## config.mk

```make
export PLATFORM = sky130hd
export DESIGN_NAME = resource_range_claim_table_core_flat
export DESIGN_NICKNAME = d
export VERILOG_FILES = /design/src/design/rrct_pkg.sv /design/src/design/rrct_if.sv /design/src/design/rrct_ctrl.sv /design/src/design/rrct_datapath.sv /design/src/design/resource_range_claim_table_core.sv /design/src/flat_wrapper.sv
export SDC_FILE = /design/constraint.sdc
export NUM_CORES = 2
export LEC_CHECK = 0
export BUFFER_PORTS_ARGS = -buffer_cell sky130_fd_sc_hd__buf_2
export CORE_UTILIZATION = 50
export CTS_CLUSTER_DIAMETER = 100
export CTS_CLUSTER_SIZE = 10
export DETAILED_ROUTE_END_ITERATION = 10
export GPL_TIMING_DRIVEN = 0
export PLACE_DENSITY = 0.66
export SYNTH_ARGS = -nofsm -noshare
export SYNTH_HDL_FRONTEND = slang
export SYNTH_HIERARCHICAL = 1
export SYNTH_SLANG_ARGS = --single-unit
```

## constraint.sdc

```tcl
create_clock -name clk -period 14.6 [get_ports clk]
set_clock_uncertainty 0.2 [all_clocks]
set_input_delay 1.46 -clock clk [delete_from_list [all_inputs] [get_ports clk]]
set_output_delay 1.46 -clock clk [all_outputs]
set_load 0.05 [all_outputs]
```

## src/design/rrct_pkg.sv

```systemverilog
`timescale 1ns / 1ps
// ----------------------------------------------------------------------------
// rrct_pkg
// Shared codes, widths and control bundles of the resource range claim table.
// ----------------------------------------------------------------------------
package rrct_pkg;

  localparam int unsigned ACTION_W = 2;
  localparam int unsigned KIND_W   = 2;
  localparam int unsigned FIELD_W  = 32;
  localparam int unsigned STATUS_W = 3;
  localparam int unsigned SLOT_W   = 4;
  localparam int unsigned TOTAL_W  = 5;

  localparam logic [KIND_W-1:0] KIND_IRQ = 2'd1;

  typedef enum logic [ACTION_W-1:0] {
    ACT_ADD     = 2'd0,
    ACT_CLAIM   = 2'd1,
    ACT_RELEASE = 2'd2,
    ACT_FIND    = 2'd3
  } action_t;

  typedef enum logic [STATUS_W-1:0] {
    ST_OK        = 3'd0,
    ST_INVALID   = 3'd1,
    ST_OVERLAP   = 3'd2,
    ST_NOT_FOUND = 3'd3,
    ST_BUSY      = 3'd4,
    ST_FULL      = 3'd5
  } status_t;

  typedef enum logic [1:0] {
    S_IDLE,
    S_SCAN,
    S_FINISH
  } state_t;

  // controller -> datapath
  typedef struct packed {
    logic accept;
    logic scan_step;
    logic finish;
  } rrct_cmd_t;

  // datapath -> controller
  typedef struct packed {
    logic pre_invalid;
    logic table_empty;
    logic hit;
    logic last;
    logic out_free;
  } rrct_sts_t;

endpackage

```

## src/design/rrct_if.sv

```systemverilog
`timescale 1ns / 1ps
// ----------------------------------------------------------------------------
// rrct_req_if / rrct_rsp_if
// Valid/ready channels for requests and results of the claim table.
// ----------------------------------------------------------------------------
interface rrct_req_if;
  logic                                valid;
  logic                                ready;
  logic [rrct_pkg::ACTION_W-1:0]       action;
  logic [rrct_pkg::KIND_W-1:0]         kind;
  logic [rrct_pkg::FIELD_W-1:0]        base;
  logic [rrct_pkg::FIELD_W-1:0]        length;

  modport source (output valid, action, kind, base, length, input ready);
  modport sink   (input valid, action, kind, base, length, output ready);
endinterface

interface rrct_rsp_if;
  logic                                valid;
  logic                                ready;
  logic [rrct_pkg::STATUS_W-1:0]       status;
  logic [rrct_pkg::SLOT_W-1:0]         slot;
  logic [rrct_pkg::FIELD_W-1:0]        slot_length;
  logic                                slot_claimed;
  logic [rrct_pkg::TOTAL_W-1:0]        claimed_total;

  modport source (output valid, status, slot, slot_length, slot_claimed, claimed_total,
                  input ready);
  modport sink   (input valid, status, slot, slot_length, slot_claimed, claimed_total,
                  output ready);
endinterface

```

## src/design/rrct_ctrl.sv

```systemverilog
`timescale 1ns / 1ps
// ----------------------------------------------------------------------------
// rrct_ctrl
// Sequencer: accept a request, scan the table one entry per cycle, commit.
// ----------------------------------------------------------------------------
module rrct_ctrl (
  input  logic                clk,
  input  logic                rst_n,
  input  logic                in_valid,
  output logic                in_ready,
  input  rrct_pkg::rrct_sts_t sts,
  output rrct_pkg::rrct_cmd_t cmd
);

  rrct_pkg::state_t state_r, state_nxt;

  always_ff @(posedge clk) begin
    if (!rst_n) begin
      state_r <= rrct_pkg::S_IDLE;
    end else begin
      state_r <= state_nxt;
    end
  end

  always_comb begin
    state_nxt     = state_r;
    in_ready      = 1'b0;
    cmd.accept    = 1'b0;
    cmd.scan_step = 1'b0;
    cmd.finish    = 1'b0;
    unique case (state_r)
      rrct_pkg::S_IDLE: begin
        in_ready = 1'b1;
        if (in_valid) begin
          cmd.accept = 1'b1;
          // nothing to look at: go straight to commit
          if (sts.pre_invalid || sts.table_empty) begin
            state_nxt = rrct_pkg::S_FINISH;
          end else begin
            state_nxt = rrct_pkg::S_SCAN;
          end
        end
      end
      rrct_pkg::S_SCAN: begin
        cmd.scan_step = 1'b1;
        if (sts.hit || sts.last) begin
          state_nxt = rrct_pkg::S_FINISH;
        end
      end
      rrct_pkg::S_FINISH: begin
        if (sts.out_free) begin
          cmd.finish = 1'b1;
          state_nxt  = rrct_pkg::S_IDLE;
        end
      end
      default: begin
        state_nxt = rrct_pkg::S_IDLE;
      end
    endcase
  end

endmodule

```

## src/design/rrct_datapath.sv

```systemverilog
`timescale 1ns / 1ps
// ----------------------------------------------------------------------------
// rrct_datapath
// Entry memory, claimed flags, compare logic and the result register.
// ----------------------------------------------------------------------------
module rrct_datapath #(
  parameter int unsigned ENTRIES    = 16,
  parameter int unsigned ADDR_WIDTH = 32
) (
  input  logic                                clk,
  input  logic                                rst_n,
  input  logic [rrct_pkg::ACTION_W-1:0]       in_action,
  input  logic [rrct_pkg::KIND_W-1:0]         in_kind,
  input  logic [rrct_pkg::FIELD_W-1:0]        in_base,
  input  logic [rrct_pkg::FIELD_W-1:0]        in_length,
  input  rrct_pkg::rrct_cmd_t                 cmd,
  output rrct_pkg::rrct_sts_t                 sts,
  output logic                                out_valid,
  input  logic                                out_ready,
  output logic [rrct_pkg::STATUS_W-1:0]       out_status,
  output logic [rrct_pkg::SLOT_W-1:0]         out_slot,
  output logic [rrct_pkg::FIELD_W-1:0]        out_slot_length,
  output logic                                out_slot_claimed,
  output logic [rrct_pkg::TOTAL_W-1:0]        out_claimed_total
);

  localparam int unsigned AW = (ADDR_WIDTH < 32) ? ADDR_WIDTH : 32;
  localparam int unsigned IW = (ENTRIES > 1) ? $clog2(ENTRIES) : 1;
  localparam int unsigned CW = $clog2(ENTRIES + 1);

  // entry storage
  logic [rrct_pkg::KIND_W-1:0] mem_kind [ENTRIES];
  logic [AW-1:0]               mem_base [ENTRIES];
  logic [AW-1:0]               mem_len  [ENTRIES];
  logic [rrct_pkg::KIND_W-1:0] rd_kind_r;
  logic [AW-1:0]               rd_base_r;
  logic [AW-1:0]               rd_len_r;
  logic [IW-1:0]               rd_addr;
  logic                        wr_en;

  // request
  rrct_pkg::action_t           act_r;
  logic [rrct_pkg::KIND_W-1:0] kind_r;
  logic [AW-1:0]               base_r;
  logic [AW-1:0]               len_r;
  logic                        inv_r;

  // table state
  logic [IW-1:0]               idx_r;
  logic [CW-1:0]               used_r;
  logic [CW-1:0]               count_r, count_nxt;
  logic [ENTRIES-1:0]          claimed_r, claimed_nxt;

  // scan result
  logic                        hit_r;
  logic [IW-1:0]               hit_idx_r;
  logic [AW-1:0]               hit_len_r;

  // result register
  logic                        out_valid_r;
  rrct_pkg::status_t           res_status;
  logic [IW-1:0]               res_idx;
  logic [AW-1:0]               res_len;
  logic                        res_claimed;
  logic                        res_report;
  logic [rrct_pkg::STATUS_W-1:0] status_r;
  logic [rrct_pkg::SLOT_W-1:0]   slot_r;
  logic [rrct_pkg::FIELD_W-1:0]  slot_len_r;
  logic                          slot_claimed_r;
  logic [rrct_pkg::TOTAL_W-1:0]  total_r;

  // compare
  logic          kind_eq, base_eq, collide, hit_now;
  logic [AW:0]   req_end, ent_end;
  logic          table_full;

  // address runs one ahead so the registered read lines up with idx_r
  assign rd_addr = cmd.accept ? '0 : idx_r + IW'(1);

  always_ff @(posedge clk) begin
    if (wr_en) begin
      mem_kind[used_r[IW-1:0]] <= kind_r;
      mem_base[used_r[IW-1:0]] <= base_r;
      mem_len[used_r[IW-1:0]]  <= len_r;
    end
    rd_kind_r <= mem_kind[rd_addr];
    rd_base_r <= mem_base[rd_addr];
    rd_len_r  <= mem_len[rd_addr];
  end

  assign kind_eq = (rd_kind_r == kind_r);
  assign base_eq = (rd_base_r == base_r);
  assign req_end = (AW+1)'(base_r) + (AW+1)'(len_r);
  assign ent_end = (AW+1)'(rd_base_r) + (AW+1)'(rd_len_r);

  always_comb begin
    if ((rd_len_r == '0) || (len_r == '0)) begin
      collide = base_eq;
    end else begin
      collide = ((AW+1)'(rd_base_r) < req_end) && ((AW+1)'(base_r) < ent_end);
    end
    if (act_r == rrct_pkg::ACT_ADD) begin
      hit_now = kind_eq && collide;
    end else begin
      hit_now = kind_eq && base_eq;
    end
  end

  assign table_full = (used_r == CW'(ENTRIES));

  assign sts.pre_invalid = (in_action == rrct_pkg::ACT_ADD) && (in_length[AW-1:0] == '0) &&
                           (in_kind != rrct_pkg::KIND_IRQ);
  assign sts.table_empty = (used_r == '0);
  assign sts.hit         = hit_now;
  assign sts.last        = ((CW'(idx_r) + CW'(1)) == used_r);
  assign sts.out_free    = !out_valid_r || out_ready;

  // commit decision
  always_comb begin
    res_status  = rrct_pkg::ST_OK;
    res_idx     = hit_idx_r;
    res_len     = hit_len_r;
    res_report  = 1'b1;
    wr_en       = 1'b0;
    claimed_nxt = claimed_r;
    count_nxt   = count_r;
    if (act_r == rrct_pkg::ACT_ADD) begin
      res_idx = used_r[IW-1:0];
      res_len = len_r;
      if (inv_r) begin
        res_status = rrct_pkg::ST_INVALID;
        res_report = 1'b0;
      end else if (hit_r) begin
        res_status = rrct_pkg::ST_OVERLAP;
        res_report = 1'b0;
      end else if (table_full) begin
        res_status = rrct_pkg::ST_FULL;
        res_report = 1'b0;
      end else begin
        wr_en = cmd.finish;
      end
    end else if (!hit_r) begin
      res_status = rrct_pkg::ST_NOT_FOUND;
      res_report = 1'b0;
    end else begin
      case (act_r)
        rrct_pkg::ACT_CLAIM: begin
          if ((len_r != '0) && (hit_len_r < len_r)) begin
            res_status = rrct_pkg::ST_INVALID;
          end else if (claimed_r[hit_idx_r]) begin
            res_status = rrct_pkg::ST_BUSY;
          end else begin
            claimed_nxt[hit_idx_r] = 1'b1;
            count_nxt              = count_r + CW'(1);
          end
        end
        rrct_pkg::ACT_RELEASE: begin
          if (!claimed_r[hit_idx_r]) begin
            res_status = rrct_pkg::ST_INVALID;
          end else begin
            claimed_nxt[hit_idx_r] = 1'b0;
            count_nxt              = count_r - CW'(1);
          end
        end
        default: begin
        end
      endcase
    end
    // a fresh entry starts unclaimed
    res_claimed = (act_r == rrct_pkg::ACT_ADD) ? 1'b0 : claimed_nxt[hit_idx_r];
  end

  // control state
  always_ff @(posedge clk) begin
    if (!rst_n) begin
      idx_r       <= '0;
      used_r      <= '0;
      count_r     <= '0;
      claimed_r   <= '0;
      hit_r       <= 1'b0;
      out_valid_r <= 1'b0;
    end else begin
      if (cmd.accept) begin
        idx_r <= '0;
        hit_r <= 1'b0;
      end else if (cmd.scan_step) begin
        idx_r <= idx_r + IW'(1);
        if (hit_now) begin
          hit_r <= 1'b1;
        end
      end
      if (cmd.finish) begin
        claimed_r <= claimed_nxt;
        count_r   <= count_nxt;
        if (wr_en) begin
          used_r <= used_r + CW'(1);
        end
      end
      if (cmd.finish) begin
        out_valid_r <= 1'b1;
      end else if (out_ready) begin
        out_valid_r <= 1'b0;
      end
    end
  end

  // payload registers
  always_ff @(posedge clk) begin
    if (cmd.accept) begin
      act_r  <= rrct_pkg::action_t'(in_action);
      kind_r <= in_kind;
      base_r <= in_base[AW-1:0];
      len_r  <= in_length[AW-1:0];
      inv_r  <= sts.pre_invalid;
    end
    if (cmd.scan_step && hit_now) begin
      hit_idx_r <= idx_r;
      hit_len_r <= rd_len_r;
    end
    if (cmd.finish) begin
      status_r       <= res_status;
      slot_r         <= res_report ? rrct_pkg::SLOT_W'(res_idx) : '0;
      slot_len_r     <= res_report ? rrct_pkg::FIELD_W'(res_len) : '0;
      slot_claimed_r <= res_report && res_claimed;
      total_r        <= rrct_pkg::TOTAL_W'(count_nxt);
    end
  end

  assign out_valid         = out_valid_r;
  assign out_status        = status_r;
  assign out_slot          = slot_r;
  assign out_slot_length   = slot_len_r;
  assign out_slot_claimed  = slot_claimed_r;
  assign out_claimed_total = total_r;

endmodule

```

## src/design/resource_range_claim_table_core.sv

```systemverilog
`timescale 1ns / 1ps
// ----------------------------------------------------------------------------
// resource_range_claim_table_core
// Table of resource ranges with add, claim, release and find requests.
// ----------------------------------------------------------------------------
// One request is taken at a time. A request is accepted, then scans the
// stored entries one per cycle through the single read port of the entry
// memory, stopping at the first match (claim, release, find) or the first
// overlap (add), then commits once the output register is free. An add with
// a bad length, or any request into an empty table, skips the scan. The
// result sits in an output register, so the next request may be taken while
// it waits to be read. Base and length are masked to ADDR_WIDTH bits (at most
// 32); range ends are compared one bit wider so they never wrap.
module resource_range_claim_table_core #(
  parameter int unsigned ENTRIES    = 16,
  parameter int unsigned ADDR_WIDTH = 32
) (
  input  logic       clk,
  input  logic       rst_n,
  rrct_req_if.sink   in_req,
  rrct_rsp_if.source out_rsp
);

  rrct_pkg::rrct_cmd_t cmd;
  rrct_pkg::rrct_sts_t sts;

  rrct_ctrl u_ctrl (
    .clk      (clk),
    .rst_n    (rst_n),
    .in_valid (in_req.valid),
    .in_ready (in_req.ready),
    .sts      (sts),
    .cmd      (cmd)
  );

  rrct_datapath #(
    .ENTRIES    (ENTRIES),
    .ADDR_WIDTH (ADDR_WIDTH)
  ) u_datapath (
    .clk               (clk),
    .rst_n             (rst_n),
    .in_action         (in_req.action),
    .in_kind           (in_req.kind),
    .in_base           (in_req.base),
    .in_length         (in_req.length),
    .cmd               (cmd),
    .sts               (sts),
    .out_valid         (out_rsp.valid),
    .out_ready         (out_rsp.ready),
    .out_status        (out_rsp.status),
    .out_slot          (out_rsp.slot),
    .out_slot_length   (out_rsp.slot_length),
    .out_slot_claimed  (out_rsp.slot_claimed),
    .out_claimed_total (out_rsp.claimed_total)
  );

endmodule
```

## src/flat_wrapper.sv

```systemverilog
// flat-port wrapper written by rule: the top's interface ports become plain ports
module resource_range_claim_table_core_flat 
#(
  parameter int unsigned ENTRIES    = 16,
  parameter int unsigned ADDR_WIDTH = 32
)
  (clk, rst_n, in_req_valid, in_req_action, in_req_kind, in_req_base, in_req_length, in_req_ready, out_rsp_valid, out_rsp_status, out_rsp_slot, out_rsp_slot_length, out_rsp_slot_claimed, out_rsp_claimed_total, out_rsp_ready);
  rrct_req_if in_req_i ();
  rrct_rsp_if out_rsp_i ();
  input  logic clk;
  input  logic rst_n;
  input wire logic [$bits(in_req_i.valid)-1:0] in_req_valid;
  input wire logic [$bits(in_req_i.action)-1:0] in_req_action;
  input wire logic [$bits(in_req_i.kind)-1:0] in_req_kind;
  input wire logic [$bits(in_req_i.base)-1:0] in_req_base;
  input wire logic [$bits(in_req_i.length)-1:0] in_req_length;
  output wire logic [$bits(in_req_i.ready)-1:0] in_req_ready;
  output wire logic [$bits(out_rsp_i.valid)-1:0] out_rsp_valid;
  output wire logic [$bits(out_rsp_i.status)-1:0] out_rsp_status;
  output wire logic [$bits(out_rsp_i.slot)-1:0] out_rsp_slot;
  output wire logic [$bits(out_rsp_i.slot_length)-1:0] out_rsp_slot_length;
  output wire logic [$bits(out_rsp_i.slot_claimed)-1:0] out_rsp_slot_claimed;
  output wire logic [$bits(out_rsp_i.claimed_total)-1:0] out_rsp_claimed_total;
  input wire logic [$bits(out_rsp_i.ready)-1:0] out_rsp_ready;
  assign in_req_i.valid = in_req_valid;
  assign in_req_i.action = in_req_action;
  assign in_req_i.kind = in_req_kind;
  assign in_req_i.base = in_req_base;
  assign in_req_i.length = in_req_length;
  assign in_req_ready = in_req_i.ready;
  assign out_rsp_valid = out_rsp_i.valid;
  assign out_rsp_status = out_rsp_i.status;
  assign out_rsp_slot = out_rsp_i.slot;
  assign out_rsp_slot_length = out_rsp_i.slot_length;
  assign out_rsp_slot_claimed = out_rsp_i.slot_claimed;
  assign out_rsp_claimed_total = out_rsp_i.claimed_total;
  assign out_rsp_i.ready = out_rsp_ready;
  resource_range_claim_table_core #(.ENTRIES(ENTRIES), .ADDR_WIDTH(ADDR_WIDTH)) u_core (.clk(clk), .rst_n(rst_n), .in_req(in_req_i), .out_rsp(out_rsp_i));
endmodule
```

; ---- Yosys cells after proc, flatten, opt, wreduce, memory -nomap -nowiden
; Memories as Yosys holds them, arrays and structs flattened. A register that Yosys moved wholly into a read port is not among the register bits.
; Index checks and enable logic that the tools add are counted.
[totals]
regBits = 184
latchBits = 0
ram_bits = 1056
rom_bits = 0
input_bits = 72
elab_cells = 134
mem_count = 3
[classes]
addsub = 7
multipliers = 0
div = 0
n_lt_le_gt_ge = 5
n_eq_ne = 12
shifts = 0
mux = 57
bitwise = 4
n_reduce_logical = 27
[mem_list]
columns = memory, words, width, rd, rd_ports_with_merged_regs, wr, line
row1 = u_core.u_datapath.mem_base, 16, 32, 1, 1, 1, rrct_datapath.sv:33  ; logic [AW-1:0] mem_base [ENTRIES];
row2 = u_core.u_datapath.mem_len, 16, 32, 1, 1, 1, rrct_datapath.sv:34  ; logic [AW-1:0] mem_len [ENTRIES];
row3 = u_core.u_datapath.mem_kind, 16, 2, 1, 1, 1, rrct_datapath.sv:32  ; logic [rrct_pkg::KIND_W-1:0] mem_kind [ENTRIES];
[op_table]
columns = operator, n
row1 = 32-bit logical NOT, 3
row2 = 16-bit two-way mux, 5
row3 = 32-bit by 32-bit adder with 33-bit output, 2
row4 = 32-bit by 33-bit less-than comparator with 1-bit output, 2
row5 = 32-bit equality test, 1
row6 = 32-bit less-than comparator, 1
row7 = 32-bit two-way mux, 1
row8 = 16-bit case mux with 2 select lines, 1
row9 = 32-bit nonzero test, 1
row10 = 1-bit two-way mux, 26
row11 = 5-bit two-way mux, 5
row12 = 3-bit two-way mux, 7
row13 = 16-bit bitwise AND, 1
row14 = 16-bit NOT, 1
row15 = 16-bit OR, 1
row16 = "5-bit by 1-bit adder with 5-bit output, second input constant", 2
row17 = 5-bit case mux with 2 select lines, 1
row18 = 1-bit logical AND, 9
row19 = 1-bit binary-select mux with 4-bit select, 2
row20 = 2-bit two-way mux, 4
row21 = 4-bit two-way mux, 2
row22 = 2-bit logical NOT, 3
row23 = 2-bit case mux with 3 select lines, 1
row24 = 3-bit case mux with 2 select lines, 1
row25 = 21 further kinds, 29

; ---- Logic depth before layout (Yosys ltp)
[logic_depth]
ltp_word = 14
ltp_mapped = 26
ltp_nobuf = 25

; ---- Modules after synthesis
; The synthesis kept the hierarchy.
[by_module_without_submodules]
columns = module, instances, cells_per_inst, area_each_um2
row1 = rrct_datapath, 1, 3667, 55399.4
row2 = rrct_ctrl, 1, 16, 160.2

; ---- Least setup slack after synthesis
; OpenSTA, ideal clock, no wires.
[synth_timing]
kind = input to register
startpoint = input out_rsp_ready
endpoint = memory u_core/u_datapath/mem_base[3][0] (netlist name) (enable)
setup_time_ps = 571
arrival_ps = 9359
required_time_ps = 13829
path_slack_ps = 4471
stages = 8
n_path_buf = 1
cell_sequence = nand2b_1 -> nand2_1 -> nor2_1 -> clkbuf_1 -> inv_1 -> nor3_1 -> nand2_1 -> nor3_1
[synth_rtl]
columns = item, line
row1 = from (decl), flat_wrapper.sv:24  ; input wire logic [$bits(out_rsp_i.ready)-1:0] out_rsp_ready;
row2 = to (decl), rrct_datapath.sv:33

; ---- Worst setup path in the final report
[layout_timing]
startpoint = register u_core.u_datapath.base_r[0]
endpoint = register u_core.u_datapath.hit_len_r[24] (enable)
[layout_via]
elab_chain_cells = 7
word_cells_on_any_way = 10
classes_between = 1 x add/sub / 2 x order compare / 1 x eq/ne / 2 x mux / 4 x reduce/logical
[layout_rtl]
columns = item, line
row1 = from (decl), rrct_datapath.sv:44  ; logic [AW-1:0] base_r;
row2 = from (signal assigned), rrct_datapath.sv:212  ; base_r <= in_base[AW-1:0];
row3 = 32-bit by 32-bit adder with 33-bit output, rrct_datapath.sv:93  ; assign req_end = (AW+1)'(base_r) + (AW+1)'(len_r);
row4 = 32-bit by 33-bit less-than comparator with 1-bit output, rrct_datapath.sv:100  ; collide = ((AW+1)'(rd_base_r) < req_end) && ((AW+1)'(base_r) < ent_end);
row5 = 1-bit logical AND, rrct_datapath.sv:100
row6 = 1-bit two-way mux, rrct_datapath.sv:97  ; if ((rd_len_r == '0) || (len_r == '0)) begin
row7 = 1-bit logical AND, rrct_datapath.sv:103  ; hit_now = kind_eq && collide;
row8 = 1-bit two-way mux *, rrct_datapath.sv:102  ; if (act_r == rrct_pkg::ACT_ADD) begin
row9 = 1-bit logical AND *, rrct_datapath.sv:216  ; if (cmd.scan_step && hit_now) begin
row10 = to (signal assigned), rrct_datapath.sv:218  ; hit_len_r <= rd_len_r;
row11 = to (decl), rrct_datapath.sv:57  ; logic [AW-1:0] hit_len_r;
; Mark *: on every way between the ends. The rest lies on a longest branch, timed or not.
; A chain may end at the register's enable or synchronous reset.

==> results.txt <==
----------------------------------------------------
[Worst hold path]
  HP Class ... flop to flop
  Hold Path Stages ... 0

[Setup path]
  Start-to-end type of the worst setup path ... flop to flop
  Critical Path Stages ... 21
  Critical-path maximum fanout ... 36
  Sort of element at the end of the critical path ... flop
  CP delay by family, top ... compound AO/OA/AOI/OAI gates
  Register-to-Register Path Depth ... 21
  Startpoint kind of the worst setup timing path ... flop
  Required time reported for the critical path endpoint ... around 15 ns
  Buf+Inv Stages, Crit Path ... 1
  Slowest cell on the critical path ... sky130_fd_sc_hd__edfxtp_1
  Crit path DAT ... approximately 8 ns
  Delay of the slowest critical-path stage ... roughly 0.7 ns
  Cell-by-cell trace of the critical path ... ha_1, fa_1, a21o_1, a21oi_1, o211ai_1, nand2_1, o31ai_1, a41oi_1, o31ai_1, a21o_1, a2111oi_0, a311o_1, ha_1, a2111oi_0, nand2_1, a211oi_1, o221ai_1, a21oi_1, a311o_1, nand3_1, inv_2

[Floorplanning]
  Die Height ... between 300 and 400 µm
  Effective utilization at floorplan ... 0.508
  IO Pins ... around 120
  Area of the die ... 112,000 µm²
  Area of the core region ... between 100,000 and 150,000 µm²
  Row count ... 121
  Die X ... approximately 340 µm

[Logic synthesis]
  Top-area cell type share of the netlist area ... 0.652
  Syn nets ... between 3,000 and 4,000
  Xor and xnor area share after synthesis ... 0.0161
  Cell area after technology mapping ... 55,600 µm²
  Sequential cell area fraction in the yosys report ... 0.688
  Number of warnings issued by yosys ... 6
  Syn Inst Count ... ~3,700
  Most common flop cell mapped by yosys ... sky130_fd_sc_hd__edfxtp_1
  Average cell area after synthesis ... 15.1 µm²
  Async set-reset flop share out of synthesis ... 0
  Synth Area in Adders ... 0.0383
  Share of cell area taken by muxes after synthesis ... 0.0847
  Synthesized-area fraction occupied by ao, oa, aoi and oai cells ... 0.0927
  Unique cell type count in the Yosys netlist ... 76
  Count of flip-flops with a built-in enable after synthesis ... roughly 1,200
  Cell taking the most area after synthesis ... sky130_fd_sc_hd__edfxtp_1
  Count of state elements after synthesis ... roughly 1,300
  Cell types occupying the most area after synthesis ... sky130_fd_sc_hd__edfxtp_1, sky130_fd_sc_hd__mux2i_1, sky130_fd_sc_hd__ha_1
  Main combinational cell family by area after synthesis ... compound AO/OA/AOI/OAI gates
  Simple-Gate Fraction of Synth Area ... 0.0631

[Status]
  Run status ... finished with violations
  Violated checks ... capacitance limit, slew limit

[Clock network]
  Clock tree from TritonCTS ... built
  Total setup buffers inserted after CTS ... 0
  Hold buffer count at cts ... 0
  Clock slew at reported path FFs ... ~0.060 ns
  Deepest level of the CTS H-tree ... 4
  Root buffer selected by CTS ... sky130_fd_sc_hd__clkbuf_16
  Latest clock arrival within the worst-skew pair ... approximately 0.75 ns
  Total clock buffers created by CTS ... around 150
  CTS max path bufs ... 3
  TritonCTS sink count ... 1,306
  Post-CTS sizing ... 0

[STA]
  Final min period ... between 7 and 8 ns
  Final critical-path share of the clock period ... 0.535
  Worst-case headroom to the max-slew limit ... -0.00459
  RSZ-0062 raised after global routing ... no
  Final count of hold timing violations ... 0
  Setup tns final ... 0 ns
  Count of final setup violators ... 0
  Pin slew with the least headroom to its limit ... between 1.5 and 2 ns
  Fmax ... about 130 MHz
  Max-slew violation count ... 11

[Layout]
  Fill cell total of the finished layout ... 8,377
  Ratio of cells with drive above 1 in the final layout ... 0.115
  Area overhead of the layout relative to synthesis ... 14.2%
  Final layout net count ... ~4,300

[Routing]
  Starting DRC count in detailed routing ... between 3,000 and 4,000
  Average wire per cell in the routed design ... roughly 27 µm
  Via-to-Cell Ratio ... approximately 6.0
  Count of nets left with antenna violations after detail routing ... 0
  Vias ... ~34,000
  Detailed-route wire length ... 149,000 µm
  Number of DRC violations after detailed routing ... 0
  Detailed Routing Iterations Pass 1 ... 5

[Power]
  Cell leakage power ... about 0.021 µW
  Max IR drop VDD ... 0.110 mV
  Net switching power ... roughly 1800 µW
  Final Total Pwr ... around 8100 µW
  Relative contribution of the clock network to total power ... 0.409
  Net switching share of the total power ... 0.226
  Sequential fraction of design power ... 0.521
  Ratio of total power to cell area ... 128 nW/µm²
  Comb pwr share ... 0.069
  Internal ... approximately 6300 µW

[Job]
  Reported max-cap violation count ... 1

[Placed design]
  Global placement routability congestion ... approximately 0.94
  Total half-perimeter wirelength after legalization and detailed placement ... 105,000 µm
  PortBufs ... roughly 120

[Global route]
  Number of global-route vias before repair ... 32,900
  Initial antenna violation count ... 6
  Wire length of the first global-routing pass ... around 220,000 µm
  Largest net degree at the start of global routing ... 37
  GR Overflow Total ... 0
  Aggregate global-route resource usage ... 0.267

----------------------------------------------------
layout by cell type (no fill, tap or decap), drive strengths merged, types with 18 or more instances in the layout:
master / netlist / layout
a211oi: 209 / 209
a21o: 62 / 62
a21oi: 156 / 156
a311oi: 65 / 65
a31oi: 74 / 74
buf: 23 / 206
clkbuf: 168 / 386
dfxtp: 100 / 100
edfxtp: 1206 / 1206
ha: 167 / 167
inv: 62 / 65
mux2i: 309 / 309
mux4: 71 / 71
nand2: 310 / 310
nand2b: 21 / 21
nand3: 30 / 30
nand4: 30 / 30
nor2: 104 / 104
nor2b: 150 / 150
nor3: 18 / 18
nor4: 35 / 35
o21ai: 69 / 69
xnor2: 37 / 37
xor2: 65 / 65
cells in the mapped netlist (65+ instances only):
cell	count
sky130_fd_sc_hd__a211oi_1	209
sky130_fd_sc_hd__a21oi_1	154
sky130_fd_sc_hd__mux2i_1	309
sky130_fd_sc_hd__mux4_2	71
sky130_fd_sc_hd__clkbuf_1	168
sky130_fd_sc_hd__ha_1	167
sky130_fd_sc_hd__dfxtp_1	100
sky130_fd_sc_hd__nor2b_1	149
sky130_fd_sc_hd__a31oi_1	73
sky130_fd_sc_hd__xor2_1	65
sky130_fd_sc_hd__nor2_1	104
sky130_fd_sc_hd__a311oi_1	65
sky130_fd_sc_hd__edfxtp_1	1206
sky130_fd_sc_hd__nand2_1	310
metrics by stage:
| stage | hold WS, ns | cells | worst slack (ns) | instance area, µm² | util |
|---|---|---|---|---|---|
| global route | 0.235 | 5569 | 6.34 | 63400 | 0.580 |
| finish | 0.230 | 5577 | 6.79 | 63500 | 0.580 |
| floorplan | 0.206 | 3683 | 4.47 | 55600 | - |
| CTS | 0.229 | 5569 | 6.90 | 63400 | 0.580 |
| detailed placement | 0.216 | 5342 | 6.96 | 59200 | 0.541 |
| global placement | 0.213 | 5277 | -1.21 | 58000 | 0.530 |
registers in the layout, summed over array words and instances (netlist names), 5 cells and up:
| name | count |
|---|---|
| u_core/u_datapath/mem_base | 512 |
| u_core/u_datapath/hit_len_r | 32 |
| u_core/u_datapath/rd_base_r | 32 |
| u_core/u_datapath/mem_len | 512 |
| u_core/u_datapath/len_r | 32 |
| u_core/u_datapath/out_slot_length | 32 |
| u_core/u_datapath/rd_len_r | 32 |
| u_core/u_datapath/mem_kind | 32 |
| u_core/u_datapath/used_r | 5 |
| u_core/u_datapath/claimed_r | 16 |
| u_core/u_datapath/out_claimed_total | 5 |
| u_core/u_datapath/count_r | 5 |
| u_core/u_datapath/base_r | 32 |
kinds of logic (layout without fill, tap and decap cells):
logic type,after synthesis,count (layout)
compound gates,744,744
other cells,0,8
mux,381,381
buf+inv,253,663
fa+ha+maj,169,169
xor+xnor,102,102
flops,1306,1306
simple gates,728,728
final cells by class:
| cell class | instances | area [µm²] | area share |
|---|---|---|---|
| plain buffers | 191 | 736 | 0.0116 |
| multi-input cells | 2124 | 16500 | 0.260 |
| clock inverters | 9 | 149 | 0.00235 |
| repair buffers | 183 | 1660 | 0.0261 |
| inverters | 62 | 233 | 0.00367 |
| well taps | 1476 | 1850 | 0.0291 |
| diodes | 8 | 20.0 | 0.000315 |
| clock buffers | 218 | 4090 | 0.0645 |
| flip-flops and latches | 1306 | 38200 | 0.602 |
metal layers:
layer	wire, µm	track usage
met5	13	0
met3	12400	0.0423
met4	4110	0.0810
met2	71000	0.433
met1	61300	0.372
power by group through the flow:
stage | Clock (µW) | Sequential (µW) | Combinational [µW]
final | 3330 | 4240 | 564
after global routing | 3530 | 4250 | 622
after floorplan | 0 | 4280 | 379
after global placement | 0 | 4320 | 543
after detailed placement | 0 | 4320 | 556
after CTS | 3380 | 4240 | 559
worst paths after layout:
| path | startpoint | end | slack [ns] |
|---|---|---|---|
| max | u_core/u_datapath/base_r[0] | u_core/u_datapath/hit_len_r[24] | 6.79 |
| min | u_core/u_datapath/idx_r[2] | u_core/u_datapath/hit_idx_r[2] | 0.23 |
| max reg2reg | u_core/u_datapath/base_r[0] | u_core/u_datapath/hit_len_r[24] | 6.79 |
| min reg2reg | u_core/u_datapath/idx_r[2] | u_core/u_datapath/hit_idx_r[2] | 0.23 |
Power figures use the tool's default switching activity.
